File: config.mk
export PLATFORM = sky130hd
export DESIGN_NAME = deque_with_cursor_top
export DESIGN_NICKNAME = d
export VERILOG_FILES = /design/src/hw/rtl/dqc_pkg.sv /design/src/hw/rtl/deque_with_cursor_top.sv /design/src/hw/rtl/dqc_core.sv
export SDC_FILE = /design/constraint.sdc
export NUM_CORES = 1
export LEC_CHECK = 0
export BUFFER_PORTS_ARGS = -buffer_cell sky130_fd_sc_hd__buf_2
export CORE_ASPECT_RATIO = 1.4
export CORE_MARGIN = 8
export CORE_UTILIZATION = 53
export DETAILED_ROUTE_END_ITERATION = 7
export GPL_ROUTABILITY_DRIVEN = 0
export GPL_TIMING_DRIVEN = 0
export PLACE_DENSITY = 0.71
export SKIP_LAST_GASP = 1
export SLEW_MARGIN = 30
export SYNTH_ARGS = -nofsm -noshare
export SYNTH_HDL_FRONTEND = slang
export SYNTH_HIERARCHICAL = 1
export SYNTH_SLANG_ARGS = --single-unit
File: constraint.sdc
create_clock -name clk -period 7.7 [get_ports clk]
set_input_delay 1.155 -clock clk [delete_from_list [all_inputs] [get_ports clk]]
set_output_delay 1.155 -clock clk [all_outputs]
set_load 0.05 [all_outputs]
File: src/hw/rtl/dqc_pkg.sv
// shared types and constants for the double-ended queue with cursor
// used by dqc_core and deque_with_cursor_top; depends on nothing
`default_nettype none

package dqc_pkg;

	// default sizes
	localparam int DEPTH_DEF      = 16;
	localparam int ITEM_WIDTH_DEF = 32;

	// fixed field widths on the stream ports
	localparam int OP_W    = 3;
	localparam int FIELD_W = 32;
	localparam int COUNT_W = 5;
	localparam int S_TDATA_W = 40;
	localparam int M_TDATA_W = 136;

	// operation codes
	localparam logic [OP_W-1:0] OP_PUSH_BACK  = 3'd0;
	localparam logic [OP_W-1:0] OP_POP_BACK   = 3'd1;
	localparam logic [OP_W-1:0] OP_PUSH_FRONT = 3'd2;
	localparam logic [OP_W-1:0] OP_POP_FRONT  = 3'd3;
	localparam logic [OP_W-1:0] OP_CUR_START  = 3'd4;
	localparam logic [OP_W-1:0] OP_CUR_NEXT   = 3'd5;
	localparam logic [OP_W-1:0] OP_CUR_END    = 3'd6;
	localparam logic [OP_W-1:0] OP_QUERY      = 3'd7;

	// per-operation outcome, known in the cycle the beat is taken
	typedef struct packed {
		logic [FIELD_W-1:0] item_out;
		logic               found;
		logic               full_drop;
		logic               use_cur;
		logic               cur_valid;
		logic               nonempty;
		logic [COUNT_W-1:0] count;
	} step_t;

	// front, back and cursor items as they stand now
	typedef struct packed {
		logic [FIELD_W-1:0] first;
		logic [FIELD_W-1:0] last;
		logic [FIELD_W-1:0] current;
	} view_t;

endpackage

`default_nettype wire

File: src/hw/rtl/deque_with_cursor_top.sv
// top level of the double-ended queue with cursor: stream ports and result pipeline
// instantiates dqc_core; uses dqc_pkg
//
// Bounded double-ended queue of item handles in a ring of DEPTH slots, with one
// iteration cursor. Each input beat carries one operation (push or pop at either
// end, cursor start, next or end, or query) and yields exactly one result beat
// with the popped or current item, found and full_drop flags, the entry count and
// the front, back and cursor items after the operation. One beat is taken every
// cycle unless m_tready stalls the result; each result is registered in stage
// one and then in the output register. The item memory has a single port and every
// operation needs at most one access to it: pushes write, pops and cursor next read
// the neighbouring slot, and the read data is registered on its way to the result.
// Items beyond 32 bits are cut to 32 on the result port. A push into a full queue
// is dropped and flagged; pops on an empty queue return zero with found low.
`default_nettype none

module deque_with_cursor_top #(
	parameter int DEPTH      = dqc_pkg::DEPTH_DEF,
	parameter int ITEM_WIDTH = dqc_pkg::ITEM_WIDTH_DEF
) (
	input  wire logic                           clk,
	input  wire logic                           arst_n,
	input  wire logic                           s_tvalid,
	output      logic                           s_tready,
	// op [2:0], item_in [34:3], zero [39:35]
	input  wire logic [dqc_pkg::S_TDATA_W-1:0]  s_tdata,
	output      logic                           m_tvalid,
	input  wire logic                           m_tready,
	// item_out [31:0], found [32], full_drop [33], entry_count [38:34],
	// first_item [70:39], last_item [102:71], current_item [134:103],
	// current_valid [135]
	output      logic [dqc_pkg::M_TDATA_W-1:0]  m_tdata
);

	dqc_pkg::step_t step, step_s1;
	dqc_pkg::view_t view;

	logic                            take, v_s1, adv_s1, m_valid_q;
	logic [dqc_pkg::M_TDATA_W-1:0]   m_data_q;
	logic [dqc_pkg::FIELD_W-1:0]     item_out, first, last, current;

	// take a beat when stage one is empty or moves on
	assign adv_s1   = v_s1 && (!m_valid_q || m_tready);
	assign s_tready = !v_s1 || adv_s1;
	assign take     = s_tvalid && s_tready;

	dqc_core #(
		.DEPTH      (DEPTH),
		.ITEM_WIDTH (ITEM_WIDTH)
	) u_core (
		.clk    (clk),
		.arst_n (arst_n),
		.take   (take),
		.op     (s_tdata[2:0]),
		.item   (s_tdata[34:3]),
		.step   (step),
		.view   (view)
	);

	// stage one holds the outcome while the item copies settle
	always_ff @(posedge clk or negedge arst_n) begin
		if (!arst_n) begin
			v_s1 <= 1'b0;
		end else if (s_tready) begin
			v_s1 <= s_tvalid;
		end
	end

	always_ff @(posedge clk) begin
		if (take) step_s1 <= step;
	end

	// result fields; copies are meaningful only when their entry exists
	assign current  = step_s1.cur_valid ? view.current : '0;
	assign first    = step_s1.nonempty ? view.first : '0;
	assign last     = step_s1.nonempty ? view.last : '0;
	assign item_out = step_s1.use_cur ? current : step_s1.item_out;

	// output register
	always_ff @(posedge clk or negedge arst_n) begin
		if (!arst_n) begin
			m_valid_q <= 1'b0;
		end else if (!m_valid_q || m_tready) begin
			m_valid_q <= v_s1;
		end
	end

	always_ff @(posedge clk) begin
		if (adv_s1) begin
			m_data_q <= {step_s1.cur_valid, current, last, first, step_s1.count,
				step_s1.full_drop, step_s1.found, item_out};
		end
	end

	assign m_tvalid = m_valid_q;
	assign m_tdata  = m_data_q;

endmodule

`default_nettype wire

File: src/hw/rtl/dqc_core.sv
// ring storage, pointers and cursor of the double-ended queue
// holds the item memory plus front, back and cursor item copies; uses dqc_pkg
`default_nettype none

module dqc_core #(
	parameter int DEPTH      = dqc_pkg::DEPTH_DEF,
	parameter int ITEM_WIDTH = dqc_pkg::ITEM_WIDTH_DEF
) (
	input  wire logic                         clk,
	input  wire logic                         arst_n,
	input  wire logic                         take,
	input  wire logic [dqc_pkg::OP_W-1:0]     op,
	input  wire logic [dqc_pkg::FIELD_W-1:0]  item,
	output dqc_pkg::step_t                    step,
	output dqc_pkg::view_t                    view
);

	localparam int AW = $clog2(DEPTH);
	localparam int CW = $clog2(DEPTH + 1);

	// which item copy waits on the memory read data
	localparam logic [1:0] PEND_NONE  = 2'd0;
	localparam logic [1:0] PEND_FRONT = 2'd1;
	localparam logic [1:0] PEND_BACK  = 2'd2;
	localparam logic [1:0] PEND_CUR   = 2'd3;

	function automatic logic [AW-1:0] slot_inc(input logic [AW-1:0] s);
		return (s == AW'(DEPTH - 1)) ? '0 : s + AW'(1);
	endfunction

	function automatic logic [AW-1:0] slot_dec(input logic [AW-1:0] s);
		return (s == '0) ? AW'(DEPTH - 1) : s - AW'(1);
	endfunction

	logic [ITEM_WIDTH-1:0] mem [DEPTH];
	logic [ITEM_WIDTH-1:0] rd_q;

	logic [AW-1:0]         front_q, back_q, cur_slot_q;
	logic [CW-1:0]         count_q;
	logic                  cur_set_q;
	logic [1:0]            pend_q;
	logic [ITEM_WIDTH-1:0] fv_q, bv_q, cv_q;

	logic [AW-1:0]         front_n, back_n, cur_slot_n;
	logic [CW-1:0]         count_n;
	logic                  cur_set_n;
	logic [1:0]            pend_n;
	logic [ITEM_WIDTH-1:0] fv_n, bv_n, cv_n;
	logic [ITEM_WIDTH-1:0] fv, bv, cv, item_w, pop_val;

	logic                  wr_en, rd_en;
	logic [AW-1:0]         wr_addr, rd_addr;
	logic                  full, empty, drop, popped, cur_op;

	// copies forwarded from the read data while they are still pending
	assign fv     = (pend_q == PEND_FRONT) ? rd_q : fv_q;
	assign bv     = (pend_q == PEND_BACK)  ? rd_q : bv_q;
	assign cv     = (pend_q == PEND_CUR)   ? rd_q : cv_q;
	assign item_w = ITEM_WIDTH'(item);
	assign full   = (count_q == CW'(DEPTH));
	assign empty  = (count_q == '0);

	// one operation per beat: at most one memory write or one memory read
	always_comb begin
		front_n    = front_q;
		back_n     = back_q;
		count_n    = count_q;
		cur_slot_n = cur_slot_q;
		cur_set_n  = cur_set_q;
		fv_n       = fv;
		bv_n       = bv;
		cv_n       = cv;
		pend_n     = PEND_NONE;
		wr_en      = 1'b0;
		wr_addr    = slot_inc(back_q);
		rd_en      = 1'b0;
		rd_addr    = slot_dec(back_q);
		drop       = 1'b0;
		popped     = 1'b0;
		pop_val    = '0;
		cur_op     = 1'b0;
		if (take) begin
			unique case (op)
				dqc_pkg::OP_PUSH_BACK: begin
					if (full) begin
						drop = 1'b1;
					end else begin
						wr_en   = 1'b1;
						wr_addr = slot_inc(back_q);
						back_n  = slot_inc(back_q);
						count_n = count_q + CW'(1);
						bv_n    = item_w;
						if (empty) fv_n = item_w;
					end
				end
				dqc_pkg::OP_PUSH_FRONT: begin
					if (full) begin
						drop = 1'b1;
					end else begin
						wr_en   = 1'b1;
						wr_addr = slot_dec(front_q);
						front_n = slot_dec(front_q);
						count_n = count_q + CW'(1);
						fv_n    = item_w;
						if (empty) bv_n = item_w;
					end
				end
				dqc_pkg::OP_POP_BACK: begin
					if (!empty) begin
						popped  = 1'b1;
						pop_val = bv;
						back_n  = slot_dec(back_q);
						count_n = count_q - CW'(1);
						if (cur_set_q && cur_slot_q == back_q) begin
							cur_set_n  = 1'b0;
							cur_slot_n = '0;
						end
						// fetch the new back item
						if (count_q != CW'(1)) begin
							rd_en   = 1'b1;
							rd_addr = slot_dec(back_q);
							pend_n  = PEND_BACK;
						end
					end
				end
				dqc_pkg::OP_POP_FRONT: begin
					if (!empty) begin
						popped  = 1'b1;
						pop_val = fv;
						front_n = slot_inc(front_q);
						count_n = count_q - CW'(1);
						if (cur_set_q && cur_slot_q == front_q) begin
							cur_set_n  = 1'b0;
							cur_slot_n = '0;
						end
						// fetch the new front item
						if (count_q != CW'(1)) begin
							rd_en   = 1'b1;
							rd_addr = slot_inc(front_q);
							pend_n  = PEND_FRONT;
						end
					end
				end
				dqc_pkg::OP_CUR_START: begin
					cur_op     = 1'b1;
					cur_set_n  = !empty;
					cur_slot_n = empty ? '0 : front_q;
					cv_n       = fv;
				end
				dqc_pkg::OP_CUR_NEXT: begin
					cur_op = 1'b1;
					if (!cur_set_q) begin
						cur_set_n  = !empty;
						cur_slot_n = empty ? '0 : front_q;
						cv_n       = fv;
					end else if (cur_slot_q == back_q) begin
						cur_set_n  = 1'b0;
						cur_slot_n = '0;
					end else begin
						cur_slot_n = slot_inc(cur_slot_q);
						rd_en      = 1'b1;
						rd_addr    = slot_inc(cur_slot_q);
						pend_n     = PEND_CUR;
					end
				end
				dqc_pkg::OP_CUR_END: begin
					cur_op     = 1'b1;
					cur_set_n  = !empty;
					cur_slot_n = empty ? '0 : back_q;
					cv_n       = bv;
				end
				default: begin
				end
			endcase
		end
	end

	// outcome of this beat
	always_comb begin
		step           = '0;
		step.item_out  = dqc_pkg::FIELD_W'(pop_val);
		step.found     = cur_op ? cur_set_n : popped;
		step.full_drop = drop;
		step.use_cur   = cur_op;
		step.cur_valid = cur_set_n;
		step.nonempty  = (count_n != '0);
		step.count     = dqc_pkg::COUNT_W'(count_n);
	end

	assign view.first   = dqc_pkg::FIELD_W'(fv);
	assign view.last    = dqc_pkg::FIELD_W'(bv);
	assign view.current = dqc_pkg::FIELD_W'(cv);

	// item memory, one access a cycle, registered read data
	always_ff @(posedge clk) begin
		if (wr_en) mem[wr_addr] <= item_w;
		if (rd_en) rd_q <= mem[rd_addr];
	end

	// pointers, count and cursor
	always_ff @(posedge clk or negedge arst_n) begin
		if (!arst_n) begin
			front_q    <= '0;
			back_q     <= AW'(DEPTH - 1);
			count_q    <= '0;
			cur_slot_q <= '0;
			cur_set_q  <= 1'b0;
			pend_q     <= PEND_NONE;
		end else begin
			front_q    <= front_n;
			back_q     <= back_n;
			count_q    <= count_n;
			cur_slot_q <= cur_slot_n;
			cur_set_q  <= cur_set_n;
			pend_q     <= pend_n;
		end
	end

	// item copies at front, back and cursor
	always_ff @(posedge clk) begin
		fv_q <= fv_n;
		bv_q <= bv_n;
		cv_q <= cv_n;
	end

endmodule

`default_nettype wire
==> results_dict.tcl <==
set metrics [dict create \
    setup-tns-final_ns 0 \
    clock_tree.root_cell "clkbuf_16" \
    synth-seq-cells 840 \
    place_ws_ns 2.28 \
    io_pins 182 \
    start_util 0.535 \
    top_layer "met4" \
    cts_sinks 840 \
    via_per_inst 6.05 \
    synthArstFlopShare 0.0262 \
    ant_nets 0 \
    yosysMostFrequentCell "edfxtp_1" \
    drcViolationCount 0 \
    synth-adder-area-share 0.00316 \
    path_cells "buf_2 -> nand3b_1 -> and2_4 -> clkbuf_1 -> nand2_1 -> a21oi_1 -> nand3_1 -> o221ai_2 -> buf_2 -> buf_2 -> mux4_2 -> o22ai_1 -> nor3_2" \
    post-route-worst-setup-slack_ns 2.87 \
    yosysSeqAreaShare 0.678 \
    synthTopCellsByArea "edfxtp_1, mux2i_1, dfxtp_1" \
    syn_to_final_growth_pct 14.0 \
    clk_latency_ns 0.63 \
    cp-start-kind "input pin" \
    pwr-share-clk 0.248 \
    clockBufferDepth 3 \
    drv_cap 0 \
    timing.final.crit_share 0.627 \
    first_pass_iters 8 \
    cts_tree "done" \
    synth_compound_area_frac 0.0906 \
    worstSetupPathType "in -> reg" \
    final_cell_area_um2 40600 \
    worstHoldPathType "reg -> reg" \
    cpMaxStageDelayCell "and2_4" \
    cts-resized-gates 0 \
    utilization 0.610 \
    routed_wl_um 85700 \
    fin_nets 2664 \
    fp-row-count 112 \
    grt.overflow.total 0 \
    wire_per_inst_um 24.3 \
    synth-edff-count 722 \
    reg2reg_depth 12 \
    r2r_start "m_tvalid$_DFFE_PN0P_" \
    synthTopCellsByCount "edfxtp_1, mux2i_1, and2_1, clkbuf_1, dfxtp_1" \
    cp_common_cell "buf_2" \
    final-setup-viol-count 0 \
    worst_pin_slew_ns 1.14 \
    power.leakage_nw 15.1 \
    yosys_warnings 6 \
    p_int_w 0.00971 \
    die_area_um2 75900 \
    synth-main-ff-cell "edfxtp_1" \
    ir_worst_vdd_mv 0.182 \
    path_clk_slew_ns 0.06 \
    critPathLaunch "m_tready" \
    crit_arrival_ns 5.18 \
    end_kind "register" \
    synth_top_family_by_area "multiplexers" \
    cts_hold_buf 0 \
    combPwrFrac 0.360 \
    finalClockSkew_ns 0.0202 \
    postCtsSetupBuffers 0 \
    io_buffers 174 \
    fillers 4819 \
    worstPathRequired_ns 8.05 \
    met1Wirelength_um 31900 \
    yosysUniqueCellTypes 74 \
    synth_area_um2 35600 \
    hold_viol_final 0 \
    drt_iter0_drc 1767 \
    holdPathStages 0 \
    switching_share 0.348 \
    fin_hold_ws_ns 0.417 \
    synth.largest_area_cell "edfxtp_1" \
    rsz0062_at_grt "no" \
    placed_area_um2 38200 \
    synth-simple-area-share 0.0712 \
    cp_max_fo 43 \
    seqPwrFrac 0.392 \
    p_sw_w 0.00517 \
    dr_total_vias 21338 \
    wl_met2_um 44400 \
    grt_usage 0.222 \
    cts_max_level 3 \
    first_global_vias 22168 \
    reg2reg_to "u_core/rd_q[20]$_DFFE_PP_" \
    period_needed_ns 4.83 \
    wl_met3_um 5590 \
    max_freq_ghz 0.207 \
    ff2ff_setup_slack_ns 3.09 \
    relSlewSlack 0.230 \
    synth_fp_nets 2393 \
    status "complete, no violations" \
    die_h_um 323 \
    fp.dieW_um 235 \
    synth_top_area_frac 0.609 \
    worst_path_largest_cell_delay_ns 0.54 \
    coreArea_um2 66600 \
    crit_end "u_core/rd_q[20]$_DFFE_PP_" \
    final_max_slew_viol_count 0 \
    antenna_found_initial 1 \
    grt_max_degree 57 \
    p_per_area_nw_per_um2 366 \
    post-dp-hpwl_um 61500 \
    syn_inst 2340 \
    grt_pass1_wl_um 131000 \
    synthXorXnorAreaFrac 0.00443 \
    avgSynthCellArea_um2 15.2 \
    drive_above_1_share 0.221 \
    muxShareOfSynthArea 0.120 \
    numCtsBuffers 76 \
]
## critical path: cells and delay by family
kind                   cells  cell delay (ns)
multiplexers               1             0.36
AO/OA/AOI/OAI              3             1.13
AND/OR/NAND/NOR            5             1.27
buffers and inverters      4             1.21
## stage by stage
stage,std cells,total power [W]
floorplan,2340,0.00970
global placement,3369,0.0110
detailed placement,3388,0.0112
CTS,3526,0.0149
global route,3526,0.0155
finish,3527,0.0149
## area by class of cell
| cell class | count | area (um2) | area share |
|---|---|---|---|
| well taps | 855 | 1070 | 0.0263 |
| multi-input cells | 1258 | 10500 | 0.257 |
| inverters | 78 | 293 | 0.00721 |
| diodes | 1 | 2.50 | 0.0000616 |
| flip-flops and latches | 840 | 24200 | 0.595 |
| repair buffers | 193 | 1380 | 0.0340 |
| clock inverters | 49 | 420 | 0.0103 |
| plain buffers | 164 | 873 | 0.0215 |
| clock buffers | 89 | 1970 | 0.0485 |
## registers in the layout, summed over array words and instances (netlist names), 2 cells and up
name,flops
u_core/bv_q,32
u_core/rd_q,32
u_core/mem,512
u_core/pend_q,2
u_core/back_q,4
step_s1,42
u_core/front_q,4
m_tdata,136
u_core/fv_q,32
u_core/cv_q,32
u_core/cur_slot_q,4
u_core/count_q,5
## power by group through the flow
stage	sequential (W)	combinational, W	clock [W]
detailed placement	0.00593	0.00531	0
CTS	0.00584	0.00533	0.00374
finish	0.00584	0.00536	0.00368
global route	0.00588	0.00568	0.00392
floorplan	0.00629	0.00341	0
global placement	0.00592	0.00512	0
## cells by family (layout without fill, tap and decap cells)
| group | after synthesis | after routing |
|---|---|---|
| compound gates | 474 | 474 |
| simple gates | 431 | 431 |
| fa+ha+maj | 9 | 9 |
| xor+xnor | 18 | 18 |
| other cells | 0 | 1 |
| flops | 840 | 840 |
| buf+inv | 242 | 573 |
| mux | 326 | 326 |
## routing by layer
metal	vias up	GRT usage
met2	921	0.403
met1	10607	0.254
li1	9595	-
met4	0	0.108
met5	-	0
met3	215	0.0378
## placed cells by master (no fill, tap or decap), types with 77 or more instances in the layout
| cell | Yosys | final |
|---|---|---|
| and2_1 | 100 | 98 |
| dfxtp_1 | 96 | 96 |
| edfxtp_1 | 722 | 722 |
| clkbuf_1 | 100 | 112 |
| clkbuf_16 | 0 | 77 |
| inv_1 | 78 | 78 |
| a21oi_1 | 88 | 86 |
| mux2i_1 | 194 | 194 |
| o21ai_0 | 83 | 83 |
| buf_2 | 22 | 196 |
## worst min path at each step
stage / start / endpoint / slack (ns)
2_1_floorplan: step_s1[9]$_DFFE_PP_ / m_tdata[32]$_DFFE_PP_ / 0.40
3_3_place_gp: step_s1[0]$_DFFE_PP_ / m_tdata[34]$_DFFE_PP_ / 0.40
3_5_place_dp: step_s1[8]$_DFFE_PP_ / m_tdata[33]$_DFFE_PP_ / 0.40
4_1_cts: step_s1[8]$_DFFE_PP_ / m_tdata[33]$_DFFE_PP_ / 0.42
5_1_grt: step_s1[0]$_DFFE_PP_ / m_tdata[34]$_DFFE_PP_ / 0.42
6_report: step_s1[8]$_DFFE_PP_ / m_tdata[33]$_DFFE_PP_ / 0.42
(Power assumes the default switching activity.)
